`src/rtl/itoa_pkg.sv`:
```
// ============================================================================
// itoa_pkg
// Shared types, codes and the helper function of the integer to ASCII formatter.
// ============================================================================
`default_nettype none

package itoa_pkg;

    // Format selector codes carried on the operation field.
    typedef enum logic [1:0] {
        OP_SDEC = 2'd0,
        OP_UDEC = 2'd1,
        OP_LHEX = 2'd2,
        OP_UHEX = 2'd3
    } op_t;

    // Controller states.
    typedef enum logic [2:0] {
        ST_IDLE,
        ST_CONV,
        ST_FIND,
        ST_SIGN,
        ST_EMIT
    } state_t;

    // Commands from the controller to the datapath.
    typedef struct packed {
        logic load;        // capture the input transaction
        logic step;        // one shift-and-add-3 conversion step
        logic find;        // latch the index of the leading digit
        logic emit_sign;   // put a minus sign into the output register
        logic emit_digit;  // put the current digit into the output register
    } cmd_t;

    // Status from the datapath to the controller.
    typedef struct packed {
        logic hex;         // hexadecimal format, no conversion needed
        logic neg;         // signed value below zero
        logic conv_last;   // the current step is the final one
        logic out_free;    // output register can take a character this cycle
        logic idx_zero;    // the current digit is the least significant one
    } status_t;

    localparam logic [7:0] CHAR_ZERO  = 8'h30;
    localparam logic [7:0] CHAR_LOWER = 8'h61;
    localparam logic [7:0] CHAR_UPPER = 8'h41;
    localparam logic [7:0] CHAR_MINUS = 8'h2D;

    // ASCII code of one digit; letters above nine.
    function automatic logic [7:0] digit_char(input logic [3:0] d, input logic upper);
        logic [7:0] d8;
        d8 = {4'd0, d};
        if (d < 4'd10) begin
            return CHAR_ZERO + d8;
        end
        return (upper ? CHAR_UPPER : CHAR_LOWER) + d8 - 8'd10;
    endfunction

endpackage

`default_nettype wire

```
`src/rtl/integer_to_ascii_formatter.sv`:
```
// ============================================================================
// integer_to_ascii_formatter
// Formats one word as signed or unsigned decimal or as lower or upper hex.
// ============================================================================
// Usage: the input channel (s_valid, s_ready, s_value, s_operation) takes one
// word per transaction together with its format. The result channel (m_valid,
// m_ready, m_character, m_last) returns the ASCII text one character per
// transaction, most significant digit first, with m_last on the final one.
// A negative signed value is preceded by a minus sign; zero gives one '0'.
// Timing: the block works on one word at a time. Decimal formats run a
// shift-and-add-3 binary to BCD conversion of one bit per cycle. After a
// word is accepted come the conversion, the leading digit search and then
// the characters including the sign, one per cycle while the receiver takes
// them. Hex formats skip the conversion. Each character is registered in the
// output register before it appears on m_character.
// Reset (aresetn low, synchronous) returns the controller to idle and empties
// the output register. When the receiver stalls, the character waits in the
// output register and the controller holds until it is taken. s_ready is high
// only while the block is idle, which may overlap a last character waiting.
// ============================================================================
`default_nettype none

module integer_to_ascii_formatter
    import itoa_pkg::*;
#(
    parameter int VALUE_WIDTH = 32
) (
    input  wire logic                   aclk,
    input  wire logic                   aresetn,
    input  wire logic                   s_valid,
    output logic                        s_ready,
    input  wire logic [VALUE_WIDTH-1:0] s_value,
    input  wire logic [1:0]             s_operation,
    output logic                        m_valid,
    input  wire logic                   m_ready,
    output logic [7:0]                  m_character,
    output logic                        m_last
);

    // Commands flow from the controller to the datapath, status flows back.
    cmd_t    cmd;
    status_t sts;

    itoa_ctrl u_ctrl (
        .aclk    (aclk),
        .aresetn (aresetn),
        .s_valid (s_valid),
        .s_ready (s_ready),
        .sts     (sts),
        .cmd     (cmd)
    );

    itoa_datapath #(
        .VALUE_WIDTH (VALUE_WIDTH)
    ) u_datapath (
        .aclk        (aclk),
        .aresetn     (aresetn),
        .s_value     (s_value),
        .s_operation (s_operation),
        .cmd         (cmd),
        .sts         (sts),
        .m_valid     (m_valid),
        .m_ready     (m_ready),
        .m_character (m_character),
        .m_last      (m_last)
    );

    // A word in work blocks the next one until its last character is issued.
    assert property (@(posedge aclk) disable iff (!aresetn)
        s_valid && s_ready |=> !s_ready)
        else $error("input accepted while a word is being formatted");

    // A minus sign always has digits after it.
    assert property (@(posedge aclk) disable iff (!aresetn)
        m_valid && (m_character == CHAR_MINUS) |-> !m_last)
        else $error("minus sign marked as final character");

    // Every character is a digit, a letter of the hex range or a minus sign.
    assert property (@(posedge aclk) disable iff (!aresetn)
        m_valid |-> ((m_character >= 8'h30) && (m_character <= 8'h39)) ||
                    ((m_character >= 8'h61) && (m_character <= 8'h66)) ||
                    ((m_character >= 8'h41) && (m_character <= 8'h46)) ||
                    (m_character == CHAR_MINUS))
        else $error("character outside the formatter alphabet");

endmodule

`default_nettype wire

```
`src/rtl/itoa_ctrl.sv`:
```
// ============================================================================
// itoa_ctrl
// Controller state machine: sequences conversion, digit search and output.
// ============================================================================
`default_nettype none

module itoa_ctrl
    import itoa_pkg::*;
(
    input  wire logic    aclk,
    input  wire logic    aresetn,
    input  wire logic    s_valid,
    output logic         s_ready,
    input  wire status_t sts,
    output cmd_t         cmd
);

    state_t state_reg;
    state_t state_next;

    always_ff @(posedge aclk) begin
        if (!aresetn) begin
            state_reg <= ST_IDLE;
        end else begin
            state_reg <= state_next;
        end
    end

    always_comb begin
        state_next = state_reg;
        case (state_reg)
            ST_IDLE: begin
                if (s_valid) begin
                    state_next = ST_CONV;
                end
            end
            ST_CONV: begin
                if (sts.hex || sts.conv_last) begin
                    state_next = ST_FIND;
                end
            end
            ST_FIND: begin
                state_next = sts.neg ? ST_SIGN : ST_EMIT;
            end
            ST_SIGN: begin
                if (sts.out_free) begin
                    state_next = ST_EMIT;
                end
            end
            ST_EMIT: begin
                if (sts.out_free && sts.idx_zero) begin
                    state_next = ST_IDLE;
                end
            end
            default: begin
                state_next = ST_IDLE;
            end
        endcase
    end

    always_comb begin
        cmd            = '0;
        s_ready        = 1'b0;
        case (state_reg)
            ST_IDLE: begin
                s_ready  = 1'b1;
                cmd.load = s_valid;
            end
            ST_CONV: begin
                cmd.step = !sts.hex;
            end
            ST_FIND: begin
                cmd.find = 1'b1;
            end
            ST_SIGN: begin
                cmd.emit_sign = sts.out_free;
            end
            ST_EMIT: begin
                cmd.emit_digit = sts.out_free;
            end
            default: begin
                cmd = '0;
            end
        endcase
    end

endmodule

`default_nettype wire

```
`src/rtl/itoa_datapath.sv`:
```
// ============================================================================
// itoa_datapath
// Digit register, binary to BCD shifter, leading digit search, output register.
// ============================================================================
`default_nettype none

module itoa_datapath
    import itoa_pkg::*;
#(
    parameter int VALUE_WIDTH = 32
) (
    input  wire logic                   aclk,
    input  wire logic                   aresetn,
    input  wire logic [VALUE_WIDTH-1:0] s_value,
    input  wire logic [1:0]             s_operation,
    input  wire cmd_t                   cmd,
    output status_t                     sts,
    output logic                        m_valid,
    input  wire logic                   m_ready,
    output logic [7:0]                  m_character,
    output logic                        m_last
);

    localparam int NDEC = (VALUE_WIDTH * 30103) / 100000 + 1;
    localparam int NHEX = (VALUE_WIDTH + 3) / 4;
    localparam int ND   = (NDEC > NHEX) ? NDEC : NHEX;
    localparam int DW   = 4 * ND;
    localparam int IW   = (ND > 1) ? $clog2(ND) : 1;
    localparam int CW   = $clog2(VALUE_WIDTH + 1);

    logic [VALUE_WIDTH-1:0] shift_reg;
    logic [DW-1:0]          digits_reg;
    logic [CW-1:0]          cnt_reg;
    logic [IW-1:0]          idx_reg;
    logic                   neg_reg;
    logic                   upper_reg;
    logic                   hex_reg;
    logic [7:0]             char_reg;
    logic                   last_reg;
    logic                   mvalid_reg;

    logic [VALUE_WIDTH-1:0] mag;
    logic                   in_neg;
    logic [DW-1:0]          load_digits;
    logic [DW-1:0]          adj;
    logic [IW-1:0]          lead;
    logic [3:0]             cur_digit;
    logic                   out_free;

    assign in_neg = (op_t'(s_operation) == OP_SDEC) && s_value[VALUE_WIDTH-1];
    assign mag    = in_neg ? (~s_value + 1'b1) : s_value;

    always_comb begin
        load_digits = '0;
        load_digits[VALUE_WIDTH-1:0] = s_value;
    end

    // Add three to every BCD digit of five or more before the shift.
    always_comb begin
        for (int i = 0; i < ND; i++) begin
            adj[i*4 +: 4] = (digits_reg[i*4 +: 4] >= 4'd5) ?
                            digits_reg[i*4 +: 4] + 4'd3 : digits_reg[i*4 +: 4];
        end
    end

    // Highest nonzero digit; zero gives index zero.
    always_comb begin
        lead = '0;
        for (int i = 0; i < ND; i++) begin
            if (digits_reg[i*4 +: 4] != 4'd0) begin
                lead = IW'(i);
            end
        end
    end

    assign cur_digit = digits_reg[idx_reg*4 +: 4];
    assign out_free  = !mvalid_reg || m_ready;

    always_ff @(posedge aclk) begin
        if (cmd.load) begin
            shift_reg  <= mag;
            digits_reg <= s_operation[1] ? load_digits : '0;
            cnt_reg    <= CW'(VALUE_WIDTH);
            neg_reg    <= in_neg;
            upper_reg  <= (op_t'(s_operation) == OP_UHEX);
            hex_reg    <= s_operation[1];
        end else if (cmd.step) begin
            shift_reg  <= shift_reg << 1;
            digits_reg <= {adj[DW-2:0], shift_reg[VALUE_WIDTH-1]};
            cnt_reg    <= cnt_reg - 1'b1;
        end
        if (cmd.find) begin
            idx_reg <= lead;
        end else if (cmd.emit_digit) begin
            idx_reg <= idx_reg - 1'b1;
        end
        if (cmd.emit_sign) begin
            char_reg <= CHAR_MINUS;
            last_reg <= 1'b0;
        end else if (cmd.emit_digit) begin
            char_reg <= digit_char(cur_digit, upper_reg);
            last_reg <= (idx_reg == '0);
        end
    end

    always_ff @(posedge aclk) begin
        if (!aresetn) begin
            mvalid_reg <= 1'b0;
        end else if (cmd.emit_sign || cmd.emit_digit) begin
            mvalid_reg <= 1'b1;
        end else if (m_ready) begin
            mvalid_reg <= 1'b0;
        end
    end

    assign sts.hex       = hex_reg;
    assign sts.neg       = neg_reg;
    assign sts.conv_last = (cnt_reg == CW'(1));
    assign sts.out_free  = out_free;
    assign sts.idx_zero  = (idx_reg == '0);

    assign m_valid     = mvalid_reg;
    assign m_character = char_reg;
    assign m_last      = last_reg;

endmodule

`default_nettype wire

```
`config.mk`:
```
export PLATFORM = sky130hd
export DESIGN_NAME = integer_to_ascii_formatter
export DESIGN_NICKNAME = d
export VERILOG_FILES = /design/src/rtl/itoa_pkg.sv /design/src/rtl/integer_to_ascii_formatter.sv /design/src/rtl/itoa_ctrl.sv /design/src/rtl/itoa_datapath.sv
export SDC_FILE = /design/constraint.sdc
export NUM_CORES = 1
export LEC_CHECK = 0
export BUFFER_PORTS_ARGS = -buffer_cell sky130_fd_sc_hd__buf_4
export CELL_PAD_IN_SITES_DETAIL_PLACEMENT = 1
export CELL_PAD_IN_SITES_GLOBAL_PLACEMENT = 2
export CORE_MARGIN = 4
export CORE_UTILIZATION = 39
export CTS_CLUSTER_SIZE = 40
export DETAILED_ROUTE_END_ITERATION = 8
export PLACE_DENSITY = 0.92
export SKIP_CTS_REPAIR_TIMING = 1
export SYNTH_ARGS = -nofsm -noshare
export SYNTH_HDL_FRONTEND = slang
export SYNTH_HIERARCHICAL = 1
export SYNTH_SLANG_ARGS = --single-unit
```
`constraint.sdc`:
```
create_clock -name aclk -period 3.3 [get_ports aclk]
set_input_delay 0.495 -clock aclk [delete_from_list [all_inputs] [get_ports aclk]]
set_output_delay 0.495 -clock aclk [all_outputs]
set_load 0.05 [all_outputs]
```
==> results.json <==
{
  "crit_path_max_fanout": 8,
  "crit_path_end_kind": "register",
  "worst_setup_path_start_kind": "register",
  "drive_above_1_share": 0.145,
  "p_sw_mw": 2.93,
  "htree_levels": 3,
  "min_from": "aresetn",
  "ant_nets": 0,
  "grt_pass1_vias": 5063,
  "leakagePower_nw": 2.60,
  "clock.fmax_mhz": 417,
  "p_int_mw": 4.09,
  "r2r_end": "u_datapath/m_character[6]",
  "finalCoreUtilization": 0.457,
  "clockRootBuffer": "clkbuf_16",
  "grt_pass1_wl_um": 26100,
  "reg2reg_slack_ps": 900,
  "pwr-share-comb": 0.454,
  "power_density_nw_per_um2": 999,
  "synth_area_um2": 6190,
  "whs_ps": 378,
  "numCtsBuffers": 9,
  "initial_core_util": 0.403,
  "synth_cells": 643,
  "synth_edf_count": 79,
  "irDropWorstVdd_uv": 504,
  "maxSlewHeadroom": 0.546,
  "vias": 4833,
  "crit_type": "register to register",
  "io_pins": 49,
  "r2r-start": "u_datapath/idx_reg[1]",
  "yosysWarnings": 6,
  "p_sw_frac": 0.418,
  "fill_cells": 1757,
  "worst_ep_required_time_ps": 3590,
  "synthArstFlopShare": 0,
  "hold_class": "input port to register",
  "tightest_slew_ps": 672,
  "die_h_um": 134,
  "layout.nets": 741,
  "status": "completed",
  "dieWidth_um": 134,
  "multi_input_area_um2": 3180,
  "layout_common_cells": "79 x edfxtp_1, 78 x nor2_1, 78 x a21oi_1",
  "wl_per_cell_um": 17.5,
  "rows": 45,
  "finalMaxSlewViolations": 0,
  "clock_skew_ps": 9.25,
  "setup_viol": 0,
  "fin_crit_ps": 2400,
  "drv_cap": 0,
  "areaGrowthSynthToFinish_pct": 13.4,
  "overflow": 0,
  "core_um2": 15400,
  "drt_iter0_markers": 251,
  "ys_seq_elements": 97,
  "cts_tree": "built",
  "layout_commonest_cell": "edfxtp_1",
  "syn_nets": 706,
  "drtPass1Iterations": 5,
  "place_congestion": 0.813,
  "seq_power_share": 0.395,
  "grt_start_max_net_pins": 73,
  "p_total_mw": 7.02,
  "synth_area_per_cell_um2": 9.63,
  "reg2reg_depth": 9,
  "ys_types": 68,
  "drc": 0,
  "die_area_um2": 18000,
  "clk_path_buf_depth": 2,
  "worstSkewPairLatency_ps": 350,
  "synth-seq-area-share": 0.441,
  "regArea_um2": 2730,
  "io_buffers": 47,
  "p_clk_frac": 0.151,
  "ys.flop_type": "edfxtp_1",
  "hpwl_um": 11500,
  "grt.total_usage": 0.181,
  "drt-vias-per-instance": 5.41,
  "critPathArrivalTime_ps": 2690,
  "diodes": 0,
  "hold_viol": 0,
  "antenna_found_initial": 0,
  "whs_path_depth": 2,
  "fin_crit_sh": 0.727,
  "rsz0062_at_grt": "false",
  "cts.reportedPaths.clkPinSlew_ps": 70,
  "largest_reg_flops": 40,
  "wirelength_um": 15600,
  "tns_ps": 0,
  "min_to": "u_ctrl/state_reg[0]",
  "clock_sinks": 97
}
==> metal layers <==
metal  up-vias  GRT usage  part of all wire  wire length (um)
li1       2351          -                 -                 -
met3        11     0.0473             0.043               669
met2        81      0.314              0.50              7840
met4         0     0.0362            0.0096               150
met5         -          0                 0                 0
met1      2390      0.228              0.45              6970
==> worst max-delay path by stage <==
stage	from	endpoint	slack, ps	cells after the start
floorplan	u_ctrl/state_reg[1]	u_datapath/digits_reg[0]	170	5
global placement	s_value[5]	u_datapath/shift_reg[29]	630	7
detailed placement	s_value[5]	u_datapath/shift_reg[29]	550	7
CTS	u_datapath/idx_reg[1]	u_datapath/m_character[6]	890	9
global route	u_datapath/idx_reg[1]	u_datapath/m_character[6]	620	9
finish	u_datapath/idx_reg[1]	u_datapath/m_character[6]	900	9
==> power groups by stage <==
stage	registers, mW	logic (mW)	clock network [mW]
finish	2.77	3.19	1.06
global route	2.85	3.59	1.16
CTS	2.77	3.24	1.10
detailed placement	2.79	3.20	0
global placement	2.75	3.01	0
floorplan	2.74	2.30	0
==> worst max-delay path, stage by stage (launching register included) <==
cell,delay [ps]
edfxtp_1,540
inv_1,200
mux4_2,540
o22ai_2,310
inv_1,80
ha_1,240
nand2_1,80
a21oi_1,60
o2bb2ai_1,150
nor2b_1,120
==> layout make-up <==
class,count,area share
clock buffers,10,0.0326
clock inverters,6,0.00962
inverters,36,0.0192
multi-input cells,480,0.453
flip-flops and latches,97,0.389
well taps,211,0.0376
repair buffers,54,0.0595
==> metrics by stage <==
stage	area [um2]	setup slack, ps	instances
after global routing	7030	619	894
after detailed placement	6730	552	878
after global placement	6730	628	878
final	7030	900	894
after CTS	7030	892	894
after floorplan	6200	169	643
==> synthesized netlist by cell type, drive strengths merged (16+ instances only) <==
library cell,number,area share
a21oi,78,0.063
clkbuf,20,0.012
dfxtp,18,0.058
edfxtp,79,0.38
ha,25,0.050
inv,36,0.022
mux2i,17,0.027
nand2,47,0.029
nand2b,16,0.017
nor2,78,0.047
nor3b,17,0.021
o21ai,48,0.039
xnor2,31,0.044
xor2,24,0.034
==> kinds of logic after synthesis <==
family          after synthesis  synth area share
compound gates              167             0.158
xor+xnor                     55            0.0778
fa+ha+maj                    25            0.0505
buf+inv                      66            0.0469
flops                        97             0.441
mux                          23            0.0475
other cells                   1          0.000605
simple gates                209             0.178
Power figures use the tool's default switching activity.
